## config.mk

```make
export PLATFORM = sky130hd
export DESIGN_NAME = tcw_palette
export DESIGN_NICKNAME = d
export VERILOG_FILES = /design/src/rtl/tcw_pkg.sv /design/src/rtl/tcw_palette.sv
export SDC_FILE = /design/constraint.sdc
export NUM_CORES = 1
export LEC_CHECK = 0
export ABC_CLOCK_PERIOD_IN_PS = 21300
export BUFFER_PORTS_ARGS = -buffer_cell sky130_fd_sc_hd__buf_2
export CAP_MARGIN = 20
export CORE_ASPECT_RATIO = 0.7
export CORE_MARGIN = 2
export CORE_UTILIZATION = 55
export CTS_BUF_LIST = sky130_fd_sc_hd__clkbuf_16
export DETAILED_ROUTE_END_ITERATION = 10
export PLACE_DENSITY = 0.81
export SLEW_MARGIN = 20
export SYNTH_ARGS = -nofsm -noshare
export SYNTH_HDL_FRONTEND = slang
export SYNTH_SLANG_ARGS = --single-unit
export TNS_END_PERCENT = 5
```

## constraint.sdc

```tcl
create_clock -name clk -period 21.3 [get_ports clk]
set_clock_uncertainty 0.15 [all_clocks]
set_input_delay 4.26 -clock clk [delete_from_list [all_inputs] [get_ports clk]]
set_output_delay 4.26 -clock clk [all_outputs]
set_load 0.01 [all_outputs]
```

## src/rtl/tcw_pkg.sv

```systemverilog
// shared types, codes and palette tables of the text console writer
package tcw_pkg;

  localparam int COLUMNS_DEF = 80;
  localparam int ROWS_DEF    = 25;

  localparam logic [7:0]  GLYPH_NEWLINE = 8'd10;
  localparam logic [7:0]  GLYPH_SPACE   = 8'h20;
  localparam logic [15:0] SPACE_CELL    = 16'h0020;

  localparam int PAL_SIZE = 16;
  localparam int PAL_W    = 4;
  localparam int DIST_W   = 18;

  localparam logic [7:0] PAL_RED [PAL_SIZE] = '{
    8'd0, 8'd0, 8'd0, 8'd0, 8'd170, 8'd170, 8'd170, 8'd170,
    8'd85, 8'd85, 8'd85, 8'd85, 8'd255, 8'd255, 8'd255, 8'd255};
  localparam logic [7:0] PAL_GREEN [PAL_SIZE] = '{
    8'd0, 8'd0, 8'd170, 8'd170, 8'd0, 8'd0, 8'd85, 8'd170,
    8'd85, 8'd85, 8'd255, 8'd255, 8'd85, 8'd85, 8'd255, 8'd255};
  localparam logic [7:0] PAL_BLUE [PAL_SIZE] = '{
    8'd0, 8'd170, 8'd0, 8'd170, 8'd0, 8'd170, 8'd0, 8'd170,
    8'd85, 8'd255, 8'd85, 8'd255, 8'd85, 8'd255, 8'd85, 8'd255};

  typedef enum logic [2:0] {
    ACT_PUT        = 3'd0,
    ACT_PUT_AT     = 3'd1,
    ACT_BACKSPACE  = 3'd2,
    ACT_CLEAR      = 3'd3,
    ACT_FILL       = 3'd4,
    ACT_SCROLL     = 3'd5,
    ACT_SET_CURSOR = 3'd6,
    ACT_READ       = 3'd7
  } tcw_action_t;

  typedef enum logic [3:0] {
    ST_IDLE,
    ST_DECODE,
    ST_COLOR,
    ST_WRITE,
    ST_READ,
    ST_SCROLL_RD,
    ST_SCROLL_WR,
    ST_FILL,
    ST_RESP
  } tcw_state_t;

  typedef struct packed {
    tcw_action_t action;
    logic [7:0]  glyph;
    logic [23:0] rgb_color;
    logic [7:0]  column;
    logic [7:0]  line;
  } tcw_cmd_t;

  typedef struct packed {
    logic [6:0]  write_column;
    logic [4:0]  write_line;
    logic [10:0] cursor_index;
    logic [7:0]  cell_glyph;
    logic [7:0]  cell_attr;
    logic        ignored;
  } tcw_rsp_t;

endpackage

```

## src/rtl/tcw_palette.sv

```systemverilog
// iterative nearest palette color search, one palette entry per cycle
module tcw_palette (
  input  logic        clk,
  input  logic        rst,
  input  logic        start,
  input  logic [23:0] rgb_color,
  output logic        done,
  output logic [3:0]  index
);
  import tcw_pkg::*;

  logic              busy;
  logic [PAL_W-1:0]  cnt;
  logic [DIST_W-1:0] min_dist;
  logic [PAL_W-1:0]  best_idx;
  logic [7:0]        red, green, blue;
  logic [7:0]        dr, dg, db;
  logic [DIST_W-1:0] cand_dist;
  logic              closer;

  assign red   = rgb_color[23:16];
  assign green = rgb_color[15:8];
  assign blue  = rgb_color[7:0];

  always_comb begin
    dr = (red > PAL_RED[cnt]) ? red - PAL_RED[cnt] : PAL_RED[cnt] - red;
    dg = (green > PAL_GREEN[cnt]) ? green - PAL_GREEN[cnt] : PAL_GREEN[cnt] - green;
    db = (blue > PAL_BLUE[cnt]) ? blue - PAL_BLUE[cnt] : PAL_BLUE[cnt] - blue;
    cand_dist = DIST_W'(16'(dr) * 16'(dr)) + DIST_W'(16'(dg) * 16'(dg))
              + DIST_W'(16'(db) * 16'(db));
    closer = cand_dist < min_dist;
  end

  always_ff @(posedge clk) begin
    if (rst) begin
      busy <= 1'b0;
      done <= 1'b0;
      cnt  <= '0;
    end else begin
      done <= 1'b0;
      if (start) begin
        busy     <= 1'b1;
        cnt      <= '0;
        min_dist <= '1;
        best_idx <= '0;
      end else if (busy) begin
        if (closer) begin
          min_dist <= cand_dist;
          best_idx <= cnt;
        end
        cnt <= cnt + 1'b1;
        if (cnt == PAL_W'(PAL_SIZE - 1)) begin
          busy <= 1'b0;
          done <= 1'b1;
        end
      end
    end
  end

  assign index = best_idx;

endmodule

```

======== After elaboration in Yosys (flattened, before gate mapping) ========
Memory sizes are Yosys's and may differ from the RTL's.
Cells that the tools add are included.
operators by class
  $add $sub $neg .......................... 9
  $mul .................................... 3
  magnitude comparators ................... 5
  eq/ne operators ......................... 1
  mux-type cells .......................... 17
  bitwise gates (word level) .............. 3
  reductions and logical operators ........ 5
operators by type and width
  cell                                                            count
  8-bit two-way mux                                               9
  8-bit by 8-bit multiplier with 16-bit output                    3
  8-bit subtractor                                                6
  18-bit two-way mux                                              2
  8-bit > comparator                                              3
  17-bit by 16-bit adder with 18-bit output                       1
  18-bit < comparator                                             1
  16-bit by 16-bit adder with 17-bit output                       1
  4-bit two-way mux                                               2
  5-bit >= comparator (second input constant)                     1
  4-bit NOT with 5-bit output                                     1
  4-bit by 1-bit adder with 4-bit output (second input constant)  1
  4-bit == test (second input constant)                           1
  1-bit two-way mux                                               4
  2-bit nonzero test                                              2
  3-bit AND reduction                                             1
  3-bit OR reduction                                              1
  1-bit NOT                                                       2
  2-bit OR reduction                                              1
word-level totals
  register bits after elaboration ......... 28
  ROM bits ................................ 384
  bits of input ports ..................... 27
  memories ................................ 3
memory list
  name             depth  bits a word  rd ports  clocked after Yosys merged registers in  wr ports  line               source
  (no name shown)  16     8            1         0                                        0         tcw_palette.sv:27  dg = (green > PAL_GREEN[cnt]) ? green - PAL_GREEN[cnt] : PAL_GREEN[cnt] - green;
  (no name shown)  16     8            1         0                                        0         tcw_palette.sv:26  dr = (red > PAL_RED[cnt]) ? red - PAL_RED[cnt] : PAL_RED[cnt] - red;
  (no name shown)  16     8            1         0                                        0         tcw_palette.sv:28  db = (blue > PAL_BLUE[cnt]) ? blue - PAL_BLUE[cnt] : PAL_BLUE[cnt] - blue;

======== Depth between registers and ports, before layout ========
  depth in word-level cells ............... 12
  mapped depth ............................ 40

======== Worst setup path after synthesis ========
OpenSTA, ideal clock, no wires.
  path type ............................... input to register
  start point ............................. in rgb_color[16]
  end point ............................... reg best_idx[0], in the netlist index[0], enable pin
  data arrival time ....................... 15742 ps
  slack ................................... 4887 ps
  stages on the path ...................... 37
  path buffers ............................ 1
  cells stage by stage .................... inv_1 ha_1 inv_1 fa_1 a21o_1 a21o_1 a211oi_2 or2_2 buf_2 mux2i_1 xor2_1 nor2_1 fa_1 inv_1 fa_1 fa_1 inv_1 fa_1 inv_1 fa_1 fa_1 fa_1 inv_1 ha_1 a21o_1 a21oi_1 nor2b_1 o21ai_0 inv_1 a21oi_1 xnor2_1 ha_1 a21o_1 a21o_1 a21oi_1 nor2_1 a2111oi_0
between the ends
  longest elaborated chain between the ends .. 8
  elaborated cells on any way between the ends .. 10
ends and longest elaborated chain
  item                                                    line               source
  from (decl)                                             tcw_palette.sv:6   input logic [23:0] rgb_color,
  8-bit subtractor or 8-bit > comparator (tied branches)  tcw_palette.sv:26
  8-bit two-way mux *                                     tcw_palette.sv:26
  8-bit by 8-bit multiplier with 16-bit output *          tcw_palette.sv:29  cand_dist = DIST_W'(16'(dr) * 16'(dr)) + DIST_W'(16'(dg) * 16'(dg))
  16-bit by 16-bit adder with 17-bit output *             tcw_palette.sv:29
  17-bit by 16-bit adder with 18-bit output *             tcw_palette.sv:30  + DIST_W'(16'(db) * 16'(db));
  via cand_dist[11]                                       tcw_palette.sv:18  logic [DIST_W-1:0] cand_dist;
  18-bit < comparator *                                   tcw_palette.sv:31  closer = cand_dist < min_dist;
  2-bit nonzero test (no source line) *                   --
  3-bit AND reduction (no source line) *                  --
  to (signal assigned)                                    tcw_palette.sv:49  best_idx <= cnt;
  to (decl)                                               tcw_palette.sv:15  logic [PAL_W-1:0] best_idx;
Mark *: on every way through the listed nets, which the timed path passes. The rest lies on a longest branch.
A chain may end at the register's enable or synchronous reset.

======== Worst setup path after layout ========
  start point ............................. in rgb_color[4]
  end point ............................... reg min_dist[11], enable pin
between the ends
  longest elaborated chain between the ends .. 7
  elaborated cells on any way between the ends .. 9
ends and longest elaborated chain
  item                                                    line               source
  8-bit subtractor or 8-bit > comparator (tied branches)  tcw_palette.sv:28
  8-bit two-way mux *                                     tcw_palette.sv:28
  8-bit by 8-bit multiplier with 16-bit output *          tcw_palette.sv:30
  17-bit by 16-bit adder with 18-bit output *             tcw_palette.sv:30
  via cand_dist[17]                                       tcw_palette.sv:18
  18-bit < comparator *                                   tcw_palette.sv:31
  2-bit nonzero test (no source line) *                   --
  3-bit AND reduction (no source line) *                  --
  to (signal assigned)                                    tcw_palette.sv:48  min_dist <= cand_dist;
  to (decl)                                               tcw_palette.sv:14  logic [DIST_W-1:0] min_dist;
Marks and branches as above.

==> parameters.txt <==
Parameter                              Value

Synthesis
  Mean post-synth cell area ... 8.94 um^2
  Synth Area in Adders ... 50.4%
  Number of distinct library cell variants in the gate-level netlist after synthesis ... 64
  Ys Warns ... 0
  Total of flip-flops plus latches after synthesis ... 28
  Compound-gate portion of the synthesized area ... 10.6%
  Gate Count Post-Synth ... 1004
  Share of synthesized area occupied by flip-flops and latches ... 8.70%
  Post-synthesis net count ... 1310
  Parity-gate share of the synthesized area counting xor and xnor cells ... 3.67%
  Leading register cell type out of synthesis ... sky130_fd_sc_hd__edfxtp_1
  Cell Area, Synth ... 8970 um^2
  Largest family of logic cells by synthesized area ... adder cells
  Share of synthesized area spent on multiplexers ... 1.94%
  Simple logic cell fraction of the synthesized area ... 13.4%
  Number of enable-type register cells in the synthesized netlist ... 22
  Fraction of registers with async set or reset after synthesis ... 0%

Route
  Initial detailed-routing violation count ... 455
  Routed length per placed instance ... 15.3 um
  Post-DRT Antenna Nets ... 0
  DRC violation count after routing ... 0
  Vias per std cell ... 5.34
  Detailed-route wire length ... 19100 um
  Total vias in the final route ... 6677
  Detailed-routing iteration count for the pre-antenna-repair pass ... 5

Global routing
  Met3 Track Usage GR ... 4.10%
  Maximum number of pins on one net before global-route repair ... 30
  Wire length of the first global-routing pass ... 32700 um
  Most heavily used metal layer in global routing ... met1
  Vias in the first global route ... 6928
  Total track usage ... 23.3%
  GR met1 Demand/Resource ... 36.2%
  Overflow left after global routing ... 0
  Initial antenna violation count ... 0
  Met2 Resource Use GR ... 34.9%

Cells and area
  Register area ... 781 um^2
  Final net count ... 1333
  Area of the multi-input gates ... 7200 um^2
  Post-route design area ... 9500 um^2
  Number of antenna diodes ... 0
  Number of fill cells ... 1419
  Share of layout cells above drive strength 1 ... 9.06%
  Area grow syn2layout ... 5.81%

Clock tree
  Post-CTS Setup Inserts ... 0
  H-tree depth reported by CTS ... 1
  Maximum clock path buffer count ... 2
  Number of buffers created by CTS ... 3
  Num Clock Sinks ... 28
  Cell chosen for the clock root ... sky130_fd_sc_hd__clkbuf_16
  Clock slew seen by the registers of the worst setup and hold paths ... 70 ps
  Total of hold buffers inserted after clock tree synthesis ... 0
  CTS tree ... built
  Clk Latency, worst-skew pair ... 260 ps
  Quantity of gates resized following cts ... 0

STA
  Worst slack on hold paths ... 452 ps
  Worst slew margin relative to its limit ... 37.8%
  Min cycle time layout ... 14780 ps
  Final Max Slew Viols ... 0
  Number of hold violations in the final report ... 0
  Worst Max-Slew Pin Slew ... 926 ps
  Tcrit/Tclk final ... 69.4%
  Fmax ... 67.6 MHz
  Setup Viol. Count Final ... 0
  RSZ-0062 raised after global routing ... false
  Setup TNS after final layout ... 0 ps

Place
  Global placement routability congestion ... 0.907
  Placed standard-cell area ... 9370 um^2
  Total of buffers placed on input and output ports ... 31
  Detail Placement HPWL ... 16600 um

Setup path
  Cell type of the slowest stage on the worst timing path ... sky130_fd_sc_hd__a2111oi_2
  CP max FO ... 18
  Worst endpoint required time ... 21100 ps
  Max incr delay on CP ... 650 ps
  Critical setup path kind ... input port to flop
  Data arrival time at the worst-slack endpoint ... 14580 ps
  Critical Path End Type ... flop
  Crit start category ... input port

Floorplan
  Die H ... 111 um
  Die Outline Area ... 17400 um^2
  Die Wd ... 157 um
  Boundary pin count ... 32
  Core Footprint ... 16200 um^2
  Starting Density ... 55.6%
  Number of standard-cell rows in the floorplan ... 39

Run status
  Outcome ... completed

Run
  Max capacitance violation total ... 0

Hold path
  Class of the tightest hold or removal check ... flop to flop
==> critical path: cells and delay by family <==
family	cells	cell delay, ps
AOI/OAI and AO/OA	6	2480
adders and majority gates	10	4500
buffers and inverters	9	1040
xor gates and xnor gates	1	160
and+or+nand+nor	8	1550
muxes	2	570
==> cell usage in the layout (no fill, tap or decap), types with 19 or more instances in the layout <==
| cell type | instances |
|---|---|
| sky130_fd_sc_hd__edfxtp_1 | 22 |
| sky130_fd_sc_hd__a21o_1 | 26 |
| sky130_fd_sc_hd__nand2_1 | 33 |
| sky130_fd_sc_hd__o21ai_0 | 19 |
| sky130_fd_sc_hd__nor2_1 | 92 |
| sky130_fd_sc_hd__buf_2 | 31 |
| sky130_fd_sc_hd__ha_1 | 142 |
| sky130_fd_sc_hd__fa_1 | 137 |
| sky130_fd_sc_hd__a21oi_1 | 25 |
| sky130_fd_sc_hd__xnor2_1 | 19 |
| sky130_fd_sc_hd__inv_1 | 252 |
| sky130_fd_sc_hd__or2_2 | 28 |
==> path summary, 6_finish.rpt <==
path / to / cells after the start / slack, ps / from
hold / removal: cnt[1] / 2 / 450 / busy
setup reg to reg: min_dist[11] / 38 / 9440 / cnt[2]
setup / recovery: min_dist[11] / 36 / 6520 / rgb_color[4]
hold reg to reg: cnt[1] / 2 / 450 / busy
==> kinds of logic after synthesis <==
family / count (synthesis)
buffers and inverters: 269
AND/OR/NAND/NOR: 242
XOR/XNOR: 35
adder cells (fa/ha/maj): 279
flip-flops: 28
AO/OA/AOI/OAI: 135
multiplexers: 16
==> state kept, by name (all words and copies together), names as in the netlist <==
register and cells:
busy 1, cnt 4, done 1, index 4
min_dist 18
==> synth_stat cells (2+ instances only) <==
library cell                count  area share (%)
sky130_fd_sc_hd__and4_1         2            0.20
sky130_fd_sc_hd__o21bai_1       3            0.25
sky130_fd_sc_hd__fa_1         137              31
sky130_fd_sc_hd__a21o_1        26             2.2
sky130_fd_sc_hd__or3_1          3            0.21
sky130_fd_sc_hd__nor3_1        14            0.78
sky130_fd_sc_hd__o21ai_0       19             1.1
sky130_fd_sc_hd__edfxtp_1      22             7.4
sky130_fd_sc_hd__nand4_1        8            0.56
sky130_fd_sc_hd__nand3_1        7            0.39
sky130_fd_sc_hd__a21boi_0       3            0.25
sky130_fd_sc_hd__nand2b_1      16             1.1
sky130_fd_sc_hd__buf_2          5            0.28
sky130_fd_sc_hd__nor2_1        92             3.8
sky130_fd_sc_hd__a2111oi_0      5            0.49
sky130_fd_sc_hd__ha_1         142              20
sky130_fd_sc_hd__xor2_1        11             1.1
sky130_fd_sc_hd__o221a_2        3            0.38
sky130_fd_sc_hd__clkbuf_1      11            0.46
sky130_fd_sc_hd__nor2b_1       16             1.1
sky130_fd_sc_hd__xnor2_1       21             2.0
sky130_fd_sc_hd__or2_2         28             2.0
sky130_fd_sc_hd__a211oi_1       5            0.42
sky130_fd_sc_hd__xnor2_2        3            0.54
sky130_fd_sc_hd__mux2i_1       11             1.2
sky130_fd_sc_hd__dfxtp_1        6             1.3
sky130_fd_sc_hd__o22ai_1        6            0.42
sky130_fd_sc_hd__mux2_4         2            0.33
sky130_fd_sc_hd__o221ai_1       3            0.29
sky130_fd_sc_hd__o31ai_1        2            0.17
sky130_fd_sc_hd__and2_1         7            0.49
sky130_fd_sc_hd__or2_1          2            0.14
sky130_fd_sc_hd__mux2_2         3            0.38
sky130_fd_sc_hd__a31oi_1        4            0.28
sky130_fd_sc_hd__o21a_1         7            0.59
sky130_fd_sc_hd__nand2_1       33             1.4
sky130_fd_sc_hd__inv_1        252              11
sky130_fd_sc_hd__a21oi_1       25             1.4
sky130_fd_sc_hd__and3_1         4            0.28
sky130_fd_sc_hd__o211ai_1       8            0.67
sky130_fd_sc_hd__a31o_2         3            0.29
sky130_fd_sc_hd__a221oi_1       2            0.20
==> layer usage <==
metal  vias to the layer above  wire length [um]  part of all wire (%)
met2                       225              8090                    42
met5                         -                 0                     0
li1                       3217                 -                     -
met4                         0               337                   1.8
met1                      3208              9200                    48
met3                        27              1480                   7.7
==> area by class of cell <==
class	count	share of cell area, %
Tap cell	225	2.96
Clock buffer	3	0.791
Timing Repair Buffer	35	1.95
Inverter	252	9.96
Clock inverter	1	0.316
Sequential cell	28	8.22
Multi-Input combinational cell	707	75.8
==> through the flow <==
stage | setup WS [ps] | std cells | utilization, %
2_1_floorplan | 4890 | 1004 | -
3_3_place_gp | 6440 | 1247 | 58.0
3_5_place_dp | 6090 | 1247 | 58.0
4_1_cts | 6350 | 1251 | 58.7
5_1_grt | 5890 | 1251 | 58.8
6_report | 6520 | 1251 | 58.8
Power is left out: the tool's default activity adds up to more than one toggle a clock period on the data nets, which glitch-free logic cannot reach.
